## config.mk

```make
export PLATFORM = sky130hd
export DESIGN_NAME = gus_ctrl
export DESIGN_NICKNAME = d
export VERILOG_FILES = /design/src/sv/gus_pkg.sv /design/src/sv/gus_ctrl.sv
export VERILOG_INCLUDE_DIRS = /design/src /design/src/sv
export SDC_FILE = /design/constraint.sdc
export NUM_CORES = 1
export LEC_CHECK = 0
export ABC_CLOCK_PERIOD_IN_PS = 2600
export BUFFER_PORTS_ARGS = -buffer_cell sky130_fd_sc_hd__buf_4
export CELL_PAD_IN_SITES_DETAIL_PLACEMENT = 0
export CELL_PAD_IN_SITES_GLOBAL_PLACEMENT = 1
export CORE_AREA = 2 2 39 41
export DETAILED_ROUTE_END_ITERATION = 12
export DIE_AREA = 0 0 41 43
export PLACE_DENSITY = 0.59
export SYNTH_ARGS = -nofsm -noshare
export SYNTH_HDL_FRONTEND = slang
export SYNTH_SLANG_ARGS = --single-unit
```

## constraint.sdc

```tcl
create_clock -name clk -period 2.6 [get_ports clk]
set_input_delay 0.26 -clock clk [delete_from_list [all_inputs] [get_ports clk]]
set_output_delay 0.26 -clock clk [all_outputs]
set_load 0.01 [all_outputs]
```

## src/sv/gaussian_unsharp_sharpen_defines.svh

```systemverilog
// assertion helpers for the sharpener
`ifndef GAUSSIAN_UNSHARP_SHARPEN_DEFINES_SVH
`define GAUSSIAN_UNSHARP_SHARPEN_DEFINES_SVH

// same-cycle implication
`define GUS_ASSERT_SAME(label, ante, cons, msg) \
    label: assert property (@(posedge clk) disable iff (!rst_n) (ante) |-> (cons)) \
        else $error(msg);

// next-cycle implication
`define GUS_ASSERT_NEXT(label, ante, cons, msg) \
    label: assert property (@(posedge clk) disable iff (!rst_n) (ante) |=> (cons)) \
        else $error(msg);

`endif

```

## src/sv/gus_pkg.sv

```systemverilog
package gus_pkg;

    localparam int CFG_INDEX_W  = 4;
    localparam int CFG_DATA_W   = 16;
    localparam int WEIGHT_MAX_W = 24;
    localparam int GEOM_W       = 12;
    localparam int WIDTH_W      = 14;
    localparam int ROW_W        = 16;
    localparam int PIX_W        = 24;

    localparam logic [CFG_INDEX_W-1:0] REG_WIDTH  = 4'd0;
    localparam logic [CFG_INDEX_W-1:0] REG_HEIGHT = 4'd1;
    localparam logic [CFG_INDEX_W-1:0] REG_W_D0   = 4'd2;
    localparam logic [CFG_INDEX_W-1:0] REG_W_D1   = 4'd3;
    localparam logic [CFG_INDEX_W-1:0] REG_W_D2   = 4'd4;
    localparam logic [CFG_INDEX_W-1:0] REG_W_D4   = 4'd5;
    localparam logic [CFG_INDEX_W-1:0] REG_W_D5   = 4'd6;
    localparam logic [CFG_INDEX_W-1:0] REG_W_D8   = 4'd7;

    localparam logic OP_PIXEL = 1'b0;
    localparam logic OP_DRAIN = 1'b1;

    localparam logic [GEOM_W-1:0] WIDTH_RESET  = 12'd640;
    localparam logic [GEOM_W-1:0] HEIGHT_RESET = 12'd480;

    localparam logic [7:0] HP_OFFSET  = 8'd128;
    localparam logic [8:0] OUT_OFFSET = 9'd170;
    localparam logic [8:0] PIX_MAX    = 9'd255;

    typedef enum logic [2:0] {
        W_D0,
        W_D1,
        W_D2,
        W_D4,
        W_D5,
        W_D8
    } wclass_t;

    localparam logic [WEIGHT_MAX_W-1:0] WGT_RESET [6] = '{
        24'd65535, 24'd52474, 24'd42021, 24'd26941, 24'd21574, 24'd11075
    };

    typedef struct packed {
        logic       op;
        logic [7:0] red_in;
        logic [7:0] green_in;
        logic [7:0] blue_in;
    } in_item_t;

    typedef struct packed {
        logic [7:0] red_out;
        logic [7:0] green_out;
        logic [7:0] blue_out;
        logic       last_pixel;
    } out_item_t;

    typedef enum logic [2:0] {
        S_IDLE,
        S_SHIFT,
        S_ACC,
        S_DIV,
        S_DONE
    } state_t;

    typedef struct packed {
        logic capture;
        logic shift;
        logic acc_clear;
        logic acc_step;
        logic div_step;
        logic load_out;
    } cmd_t;

    typedef struct packed {
        logic emit;
        logic tap_last;
        logic div_last;
        logic out_free;
    } sts_t;

    // weight class of a window tap from its squared distance to the centre
    function automatic wclass_t tap_class(input logic [2:0] r, input logic [2:0] c);
        logic [2:0] ar;
        logic [2:0] ac;
        logic [3:0] d;
        wclass_t    k;
        ar = (r > 3'd2) ? 3'(r - 3'd2) : 3'(3'd2 - r);
        ac = (c > 3'd2) ? 3'(c - 3'd2) : 3'(3'd2 - c);
        d  = 4'(ar * ar) + 4'(ac * ac);
        case (d)
            4'd0:    k = W_D0;
            4'd1:    k = W_D1;
            4'd2:    k = W_D2;
            4'd4:    k = W_D4;
            4'd5:    k = W_D5;
            default: k = W_D8;
        endcase
        return k;
    endfunction

    function automatic logic [7:0] sharpen(input logic [7:0] orig, input logic [7:0] blur);
        logic [7:0] hp;
        logic [8:0] v;
        logic [8:0] o;
        hp = 8'(orig - blur + HP_OFFSET);
        v  = {1'b0, orig} + {1'b0, hp};
        if (v < OUT_OFFSET)
            o = '0;
        else if (9'(v - OUT_OFFSET) > PIX_MAX)
            o = PIX_MAX;
        else
            o = 9'(v - OUT_OFFSET);
        return o[7:0];
    endfunction

endpackage

```

## src/sv/gus_ctrl.sv

```systemverilog
`include "gaussian_unsharp_sharpen_defines.svh"

module gus_ctrl (
    input  logic          clk,
    input  logic          rst_n,
    input  logic          in_valid,
    output logic          in_ready,
    input  gus_pkg::sts_t sts,
    output gus_pkg::cmd_t cmd
);

    gus_pkg::state_t state_reg;
    gus_pkg::state_t state_next;

    always_ff @(posedge clk or negedge rst_n)
    begin
        if (!rst_n)
            state_reg <= gus_pkg::S_IDLE;
        else
            state_reg <= state_next;
    end

    always_comb
    begin
        state_next = state_reg;
        unique case (state_reg)
            gus_pkg::S_IDLE:
            begin
                if (in_valid)
                    state_next = gus_pkg::S_SHIFT;
            end
            gus_pkg::S_SHIFT:
            begin
                state_next = sts.emit ? gus_pkg::S_ACC : gus_pkg::S_IDLE;
            end
            gus_pkg::S_ACC:
            begin
                if (sts.tap_last)
                    state_next = gus_pkg::S_DIV;
            end
            gus_pkg::S_DIV:
            begin
                if (sts.div_last)
                    state_next = gus_pkg::S_DONE;
            end
            gus_pkg::S_DONE:
            begin
                if (sts.out_free)
                    state_next = gus_pkg::S_IDLE;
            end
            default:
            begin
                state_next = gus_pkg::S_IDLE;
            end
        endcase
    end

    always_comb
    begin
        cmd      = '0;
        in_ready = 1'b0;
        unique case (state_reg)
            gus_pkg::S_IDLE:
            begin
                in_ready    = 1'b1;
                cmd.capture = in_valid;
            end
            gus_pkg::S_SHIFT:
            begin
                cmd.shift     = 1'b1;
                cmd.acc_clear = sts.emit;
            end
            gus_pkg::S_ACC:
            begin
                cmd.acc_step = 1'b1;
            end
            gus_pkg::S_DIV:
            begin
                cmd.div_step = 1'b1;
            end
            gus_pkg::S_DONE:
            begin
                cmd.load_out = sts.out_free;
            end
            default:
            begin
                cmd = '0;
            end
        endcase
    end

    `GUS_ASSERT_NEXT(a_leave_idle, in_valid && in_ready, state_reg != gus_pkg::S_IDLE, "input transfer did not start work")
    `GUS_ASSERT_SAME(a_load_free, cmd.load_out, sts.out_free, "result loaded over a waiting one")
    `GUS_ASSERT_NEXT(a_div_done, (state_reg == gus_pkg::S_DIV) && sts.div_last, state_reg == gus_pkg::S_DONE, "divide end missed")
    `GUS_ASSERT_SAME(a_acc_only, cmd.acc_step, !cmd.capture && !in_ready, "accumulate while idle")

endmodule

```

# Word level (Yosys, flattened, before mapping)
# Index checks and enable logic that the tools add are counted.
[totals]
regBits = 3
input_bits = 7
elab_cells = 23
[op_classes]
eq_ne = 8
mux = 12
n_reduce_logical = 2
[op_table]
columns = ["cell", "n"]
rows = [
  ["3-bit one-hot mux with 5 select lines", 1],
  ["3-bit two-way mux", 4],
  ["2-bit != test (second input constant)", 4],
  ["3-bit by 2-bit equality test with 1-bit output (second input constant)", 2],
  ["1-bit two-way mux", 5],
  ["2-bit two-way mux", 2],
  ["4-bit AND reduction", 1],
  ["3-bit by 1-bit equality test with 1-bit output (second input constant)", 1],
  ["3-bit equality test (second input constant)", 1],
  ["3-bit logical NOT", 1],
]

# Longest topological paths before layout
# Gate-level depths: netlist of run 1.
[depth]
word_depth = 3
mapped_depth = 3

# Worst setup path after synthesis of run 1
# OpenSTA, ideal clock, no wires.
[synth_timing]
kind = "register to output"
startpoint = "register state_reg[1]"
endpoint = "output cmd[3] (netlist bit)"
t_arrival_ns = 0.912
t_required_ns = 2.340
slack_ns = 1.428
stages_incl_launch_ff = 3
path_buffers = 0
cell_sequence = "dfrtp_1 -> nor3b_2 -> and2_1"
[synth_lines]
columns = ["item", "line_no", "source"]
rows = [
  ["start: declaration", "gus_ctrl.sv:12", "gus_pkg::state_t state_reg;"],
  ["start signal: assignment", "gus_ctrl.sv:18", "state_reg <= gus_pkg::S_IDLE;"],
  ["start signal: assignment", "gus_ctrl.sv:20", "state_reg <= state_next;"],
  ["end: declaration", "gus_ctrl.sv:9", "output gus_pkg::cmd_t cmd"],
]

==> insert_results.sql, run 1 <==
INSERT INTO impl_metrics (metric_group, metric, value, unit) VALUES
('cts', 'clkLatencyLatePin', '0.23', 'ns'),
('synth', 'synth_seq_area_share', '37.97', '%'),
('grt', 'antenna_found_initial', '0', ''),
('setup_path', 'critical_path_class', 'reg2out', ''),
('layout', 'layout.cells.most_common_list', 'buf_4 (13), nand2_1 (4), clkbuf_4 (3), dfrtp_1 (3)', ''),
('cts', 'cts_hold_buf', '1', ''),
('layout', 'antenna_cells_inserted', '0', ''),
('synth', 'average_cell_area_after_synthesis', '8.986', 'µm²'),
('synth', 'synth_compound_area_share', '9.494', '%'),
('routing', 'detail_route.iter0.violations', '0', ''),
('synth', 'synthMuxAreaShare', '0', '%'),
('grt', 'grt_max_degree', '9', ''),
('synth', 'dominant_combinational_cell_family_by_area_after_synthesis', 'simple AND/OR/NAND/NOR gates', ''),
('timing', 'achievable-frequency', '0.6943', 'GHz'),
('timing', 'final_clock_skew', '0.001001', 'ns'),
('power', 'worst_voltage_drop_across_the_vdd_grid', '0.2251', 'mV'),
('cts', 'clock_sink_count', '3', ''),
('floorplanning', 'die-area', '0.001763', 'mm²'),
('setup_path', 'worst_setup_path_end_kind', 'primary output', ''),
('setup_path', 'cp_max_fo', '8', ''),
('cts', 'h-tree-depth', '1', ''),
('power', 'areal_power_density_over_the_cells', '1030', 'mW/mm²'),
('layout', 'instances_no_fill', '55', ''),
('cts', 'cts-resized-gates', '0', ''),
('synth', 'ys_seq_elements', '3', ''),
('timing', 'grt_setup_unrepaired', 'no', ''),
('worst_hold_path', 'min-delay-path-class', 'in2reg', ''),
('layout', 'nets', '47', ''),
('routing', 'drt-vias-per-instance', '3.800', ''),
('routing', 'postRouteWirelength', '474', 'µm'),
('routing', 'antenna_violating_nets_post_route', '0', ''),
('floorplanning', 'start_util', '14.29', '%'),
('placed_design', 'portBuffers', '13', ''),
('timing', 'setup_violations', '0', ''),
('synth', 'syn-num-nets', '29', ''),
('cts', 'clk_pin_slew', '0.03', 'ns'),
('outcome', 'outcome', 'finished, final reports clean', ''),
('layout', 'post_route_cells_drive_above_1_share', '48.72', '%'),
('grt', 'groute.usage.overall', '6.445', '%'),
('routing', 'avgRoutedWirePerCell', '8.618', 'µm'),
('cts', 'cts_tree', 'done', ''),
('layout', 'fillerInstances', '165', ''),
('grt', 'grt_first_pass_wirelength', '717', 'µm'),
('timing', 'final_hold_viol_count', '0', ''),
('synth', 'synth-warning-count', '0', ''),
('routing', 'detailedRoute.firstPassIterationCount', '1', ''),
('floorplanning', 'fp.dieW', '41', 'µm'),
('placed_design', 'placed_cells', '50', ''),
('synth', 'yosys.area_share.adder', '0', '%'),
('timing', 'finalCritPeriodShare', '55.39', '%'),
('grt', 'first_global_vias', '193', ''),
('run', 'maxCapViolCount', '0', ''),
('timing', 'worstMarginPinSlew', '0.2486', 'ns'),
('routing', 'drc_errors', '0', ''),
('synth', 'syn_area', '197.7', 'µm²'),
('grt', 'grt_remaining_overflow', '0', ''),
('layout', 'area_growth', '74.05', '%'),
('synth', 'postSynthCellCount', '22', ''),
('floorplanning', 'placement_rows', '14', ''),
('synth', 'synthXorXnorAreaFrac', '0', '%'),
('timing', 'period_minus_slack', '1.440', 'ns'),
('timing', 'fin_setup_tns', '0', 'ns'),
('timing', 'timing.max_slew.rel_slack', '83.43', '%'),
('layout', 'largest_reg_flops', '3', ''),
('cts', 'numCtsBuffers', '3', ''),
('floorplanning', 'io_pins', '14', ''),
('placed_design', 'dp_hpwl', '386.8', 'µm'),
('cts', 'ctsRootBufferMaster', 'clkbuf_4', ''),
('floorplanning', 'coreArea', '0.001384', 'mm²'),
('synth', 'synth-simple-area-share', '46.84', '%'),
('setup_path', 'critPathRequiredTime', '2.34', 'ns'),
('synth', 'netlist-cell-type-count', '17', ''),
('cts', 'post-cts-setup-buffers', '0', ''),
('timing', 'fin_max_slew_vios', '0', ''),
('cts', 'clock_tree.buffer_depth', '2', ''),
('setup_path', 'startpoint_type', 'flip-flop', ''),
('setup_path', 'worst-endpoint-arrival', '1.18', 'ns'),
('power', 'leakage', '0.1693', 'nW'),
('floorplanning', 'dieHeight', '43', 'µm'),
('layout', 'final_common_cell', 'buf_4', ''),
('routing', 'via_count', '209', ''),
('placed_design', 'globalplace.congestion', '0.6505', '');
[cell families (layout without fill, tap and decap cells)]
family	after synthesis	in the layout
AND/OR/NAND/NOR	14	14
AO/OA/AOI/OAI	3	3
buffers and inverters	2	19
flip-flops	3	3
[final timing paths]
kind / start / endpoint / slack, ns / depth (start not counted)
max: state_reg[1] / cmd[5] / 1.16 / 3
max reg2reg: state_reg[1] / state_reg[0] / 1.60 / 3
min reg2reg: state_reg[2] / state_reg[1] / 0.59 / 1
min: sts[0] / state_reg[2] / 0.24 / 2
max in group asynchronous: rst_n / state_reg[0] / 2.14 / 2
min in group asynchronous: rst_n / state_reg[1] / 0.37 / 2
[critical path, stage by stage (launching register included)]
cell and delay [ns]:
dfrtp_1 0.45, nor3_2 0.23, and2_4 0.17, buf_4 0.11
[stage by stage]
stage	power (W)	setup slack [ns]	utilization, %	hold WS (ns)	instance area, µm²
final	0.0003545	1.160	24.86	0.2420	344.1
after detailed placement	0.0002783	1.399	22.24	0.05261	307.8
after global placement	0.0002803	1.401	22.24	0.05198	307.8
after floorplan	0.0001987	1.428	-	-0.03559	197.7
after global routing	0.0003922	1.035	24.86	0.2602	344.1
after CTS	0.0003623	1.147	24.86	0.2423	344.1
[synth_stat cells]
| library cell | number | area, µm² |
|---|---|---|
| nand2_1 | 4 | 15.01 |
| dfrtp_1 | 3 | 75.07 |
| a21oi_1 | 1 | 5.000 |
| and2_1 | 1 | 6.260 |
| and2_4 | 1 | 8.760 |
| and3_1 | 1 | 6.260 |
| and3b_1 | 1 | 8.760 |
| buf_4 | 1 | 7.510 |
| inv_1 | 1 | 3.750 |
| nand2b_1 | 1 | 6.260 |
| nand3b_1 | 1 | 7.510 |
| nor2_1 | 1 | 3.750 |
| nor3_2 | 1 | 10.01 |
| nor3b_1 | 1 | 7.510 |
| nor3b_2 | 1 | 12.51 |
| o2111ai_1 | 1 | 8.760 |
| o21ai_0 | 1 | 5.000 |
[cell type report]
class                           instances  area, µm²  share of cell area, %
Tap cell                               16      20.02                  5.818
Multi-Input combinational cell         17      111.4                  32.36
Timing Repair Buffer                   14      107.6                  31.27
Inverter                                1      3.754                  1.091
Clock buffer                            4      26.28                  7.636
Sequential cell                         3      75.07                  21.82
[per-layer routing]
layer	GRT usage (%)	vias to the layer above	wire (µm)
met5	0	-	0
met4	8.000	0	0
met3	1.571	0	21
met2	10.00	4	297
met1	5.519	97	155
li1	-	108	-
[report_power, final]
part	total, W	leakage (nW)	internal, W	switching, W
logic	0.000173	0.116	0.000102	0.0000708
clock network	0.0000791	0.0150	0.0000573	0.0000217
registers	0.000102	0.0386	0.0000652	0.0000373
(Power assumes the default switching activity.)
==> run 2, diff against run 1 <==
--- a/config.mk
+++ b/config.mk
@@ -6,14 +6,15 @@
 export SDC_FILE = /design/constraint.sdc
 export NUM_CORES = 1
 export LEC_CHECK = 0
-export ABC_CLOCK_PERIOD_IN_PS = 2600
+export ABC_AREA = 1
+export ABC_CLOCK_PERIOD_IN_PS = 1300
 export BUFFER_PORTS_ARGS = -buffer_cell sky130_fd_sc_hd__buf_4
 export CELL_PAD_IN_SITES_DETAIL_PLACEMENT = 0
 export CELL_PAD_IN_SITES_GLOBAL_PLACEMENT = 1
 export CORE_AREA = 2 2 39 41
 export DETAILED_ROUTE_END_ITERATION = 12
 export DIE_AREA = 0 0 41 43
-export PLACE_DENSITY = 0.59
+export PLACE_DENSITY = 0.68
 export SYNTH_ARGS = -nofsm -noshare
 export SYNTH_HDL_FRONTEND = slang
 export SYNTH_SLANG_ARGS = --single-unit
==> constraint.sdc (replaced) <==
create_clock -name clk -period 1.3 [get_ports clk]
set_input_delay 0.13 -clock clk [delete_from_list [all_inputs] [get_ports clk]]
set_output_delay 0.13 -clock clk [all_outputs]
set_load 0.01 [all_outputs]
==> run 2 against run 1 <==
Utilization up 6.0 points. Combinational power rose to 3.5 times the previous value. Clock-buffer cell count unchanged. Total power rose to 2.8 times the previous value. Sequential power up 130%. Critical endpoint is now cmd[0]. Largest cell class is now buffers.
==> insert_results.sql, run 2 <==
INSERT INTO impl_metrics (metric_group, metric, value, unit) VALUES
('outcome', 'outcome', 'finished, final reports clean', ''),
('grt', 'antenna_found_initial', '0', ''),
('timing', 'finalCritPeriodShare', '96.60', '%'),
('setup_path', 'timing.critical_path.depth', '2', ''),
('timing', 'final_clock_skew', '0.0003828', 'ns'),
('setup_path', 'worst_setup_path_end_kind', 'primary output', ''),
('synth', 'synth_seq_area_share', '31.91', '%'),
('floorplanning', 'die-area', '0.001763', 'mm²'),
('setup_path', 'critical_path_class', 'reg2out', ''),
('layout', 'layout.cells.most_common_list', 'buf_4 (15), nand2_1 (13), inv_1 (9)', ''),
('setup_path', 'crit_path_cell_trace', 'nor4_2, buf_4', ''),
('synth', 'synthTopCellsByArea', 'dfrtp_1 (32%), nand2_1 (22%), inv_1 (16%)', ''),
('timing', 'worstMarginPinSlew', '0.1972', 'ns'),
('setup_path', 'rrSetupSlack', '0.16', 'ns'),
('routing', 'avgRoutedWirePerCell', '7.480', 'µm'),
('layout', 'largest_reg_flops', '3', ''),
('grt', 'groute.usage.overall', '8.459', '%'),
('setup_path', 'timing.critical_path.max_delay_family', 'flip-flops', ''),
('synth', 'cell_type_with_the_largest_total_area_after_synthesis', 'dfrtp_1', ''),
('setup_path', 'endpoint_of_the_worst_register_to_register_path', 'state_reg[0]', ''),
('power', 'share_clk_of_total_power', '16.0', '%'),
('cts', 'clock_sink_count', '3', ''),
('power', 'seqPwrFrac', '23.4', '%'),
('floorplanning', 'dieHeight', '43', 'µm'),
('grt', 'grt_max_degree', '8', ''),
('cts', 'cts_tree', 'done', ''),
('routing', 'detailedRoute.firstPassIterationCount', '4', ''),
('cts', 'clk_pin_slew', '0.04', 'ns'),
('timing', 'postLayoutSetupSlackWorst', '0.04426', 'ns'),
('power', 'worst_voltage_drop_across_the_vdd_grid', '0.5138', 'mV'),
('grt', 'grt_remaining_overflow', '0', ''),
('floorplanning', 'io_pins', '14', ''),
('setup_path', 'startpoint_type', 'flip-flop', ''),
('cts', 'h-tree-depth', '1', ''),
('routing', 'drc_errors', '0', ''),
('grt', 'first_global_vias', '279', ''),
('synth', 'synthFlopType', 'dfrtp_1', ''),
('power', 'netSwitchingFraction', '43.28', '%'),
('setup_path', 'worst-endpoint-arrival', '1.13', 'ns'),
('placed_design', 'post-place-ws', '0.1925', 'ns'),
('placed_design', 'dp_hpwl', '425.9', 'µm'),
('power', 'areal_power_density_over_the_cells', '2326', 'mW/mm²'),
('power', 'leakage', '0.2606', 'nW'),
('routing', 'detail_route.iter0.violations', '3', ''),
('synth', 'average_cell_area_after_synthesis', '6.031', 'µm²'),
('timing', 'grt_setup_unrepaired', 'yes', ''),
('power', 'p_sw', '0.0004295', 'W'),
('layout', 'nets', '67', ''),
('layout', 'antenna_cells_inserted', '0', ''),
('synth', 'synth_top_area_share', '31.91', '%'),
('floorplanning', 'placement_rows', '14', ''),
('setup_path', 'crit_path_start', 'state_reg[1]', ''),
('timing', 'fin_max_slew_vios', '0', ''),
('floorplanning', 'fp.dieW', '41', 'µm'),
('synth', 'synth-warning-count', '0', ''),
('synth', 'syn-num-nets', '46', ''),
('synth', 'async_flop_share', '100.0', '%'),
('cts', 'clkLatencyLatePin', '0.23', 'ns'),
('power', 'internal_power', '0.0005630', 'W'),
('cts', 'numCtsBuffers', '3', ''),
('setup_path', 'worst-path-buf-inv', '1', ''),
('routing', 'drt-vias-per-instance', '3.920', ''),
('placed_design', 'portBuffers', '13', ''),
('run', 'maxCapViolCount', '0', ''),
('synth', 'ys_top_cells_by_count', 'nand2_1 (14), inv_1 (10), dfrtp_1 (3), nand3_1 (3), nor2_1 (3)', ''),
('setup_path', 'critical_path.endpoint', 'cmd[0]', ''),
('power', 'comb_power_share', '60.6', '%'),
('cts', 'clock_tree.buffer_depth', '2', ''),
('synth', 'postSynthCellCount', '39', ''),
('layout', 'final_common_cell', 'buf_4', ''),
('worst_hold_path', 'min-delay-path-class', 'in2reg', ''),
('placed_design', 'globalplace.congestion', '0.7596', ''),
('timing', 'period_minus_slack', '1.256', 'ns'),
('synth', 'ys_seq_elements', '3', ''),
('grt', 'grt_first_pass_wirelength', '952', 'µm'),
('cts', 'ctsRootBufferMaster', 'clkbuf_4', ''),
('synth', 'yosys.cell_count.top_type', 'nand2_1', ''),
('floorplanning', 'start_util', '17.00', '%'),
('timing', 'timing.max_slew.rel_slack', '86.75', '%'),
('layout', 'post_route_cells_drive_above_1_share', '49.15', '%'),
('routing', 'postRouteWirelength', '561', 'µm'),
('setup_path', 'cp_max_fo', '7', ''),
('layout', 'fillerInstances', '170', ''),
('timing', 'achievable-frequency', '0.7963', 'GHz'),
('routing', 'via_count', '294', ''),
('timing', 'setup_violations', '0', ''),
('setup_path', 'timing.reg2reg.worst_path_depth', '7', ''),
('setup_path', 'crit_slowest_cell', 'dfrtp_2', ''),
('setup_path', 'r2r_start', 'state_reg[2]', ''),
('synth', 'netlist-cell-type-count', '10', ''),
('timing', 'final_hold_viol_count', '0', ''),
('setup_path', 'timing.critical_path.slowest_cell_delay', '0.46', 'ns'),
('synth', 'syn_area', '235.2', 'µm²'),
('synth', 'count_of_flip_flops_with_a_built_in_enable_after_synthesis', '0', ''),
('routing', 'antenna_violating_nets_post_route', '0', ''),
('floorplanning', 'coreArea', '0.001384', 'mm²'),
('setup_path', 'critPathRequiredTime', '1.17', 'ns'),
('layout', 'area_growth', '81.38', '%'),
('power', 'post-layout-total-power', '0.0009924', 'W');
[run 2: changes by cell type in the layout (fill, tap and decap cells not counted), sizes merged, moves of 2 or more]
cell / previous run / this run
nor2: 1 / 6
and2: 2 / 0
buf: 13 / 16
nand2: 4 / 15
inv: 1 / 10
nor3b: 2 / 0
nand3: 0 / 3
[run 2: timing repair]
item | 4_1_cts | 5_1_grt
hold buffers | 1 | 0
setup buffers | 1 | 2
resized for setup | 1 | 7
setup endpoints to repair | 2 | 5
endpoints found under the hold margin | 3 | 0
pin swaps | 0 | 1
[run 2: per-stage QoR]
| stage | TNS (ns) | util [%] | cells | instance area (µm²) | hold WS, ns |
|---|---|---|---|---|---|
| 6_report | 0 | 30.83 | 75 | 426.7 | 0.1670 |
| 5_1_grt | -0.04052 | 30.83 | 75 | 426.7 | 0.1799 |
| 4_1_cts | 0 | 28.48 | 73 | 394.1 | 0.1654 |
| 3_5_place_dp | 0 | 24.95 | 67 | 345.3 | -0.07960 |
| 3_3_place_gp | 0 | 24.95 | 67 | 345.3 | -0.08052 |
| 2_1_floorplan | 0 | - | 39 | 235.2 | -0.1656 |
[run 2: cell families after synthesis]
family	count (synthesis)	share of synthesized area [%]
buf+inv	11	19.15
simple gates	25	48.94
flops	3	31.91
[run 2: per-layer routing]
layer,global-route usage (%),up-vias,share of wire [%]
li1,-,153,-
met1,8.117,136,36
met2,11.88,5,59
met3,4.712,0,4.6
met4,8.000,0,0
met5,0,-,0
[run 2: worst min-delay path by stage]
stage / start / to / cells after the start
after detailed placement: rst_n / state_reg[1] / 1
after global routing: sts[1] / state_reg[0] / 4
after CTS: sts[1] / state_reg[0] / 4
after global placement: rst_n / state_reg[1] / 1
after floorplan: rst_n / state_reg[0] / 0
final: sts[1] / state_reg[0] / 4
[run 2: tightest hold or removal path: stages]
cell and delay, ns:
buf_4 0.07, inv_1 0.03, nand2_1 0.07, nand2_1 0.05
[run 2: final cells by class]
type / instances / area (µm²) / share of cell area (%)
inverter: 10 / 37.54 / 8.798
clock buffer: 4 / 26.28 / 6.158
multi-input combinational: 25 / 131.4 / 30.79
timing repair buffer: 17 / 133.9 / 31.38
tap: 16 / 20.02 / 4.692
sequential: 3 / 77.57 / 18.18
[run 2: power by group through the flow]
stage | logic, W | clock network [W] | registers (W)
2_1_floorplan | 0.000314 | 0 | 0.000198
3_3_place_gp | 0.000490 | 0 | 0.000211
3_5_place_dp | 0.000490 | 0 | 0.000210
4_1_cts | 0.000530 | 0.000169 | 0.000212
5_1_grt | 0.000670 | 0.000181 | 0.000244
6_report | 0.000601 | 0.000159 | 0.000232
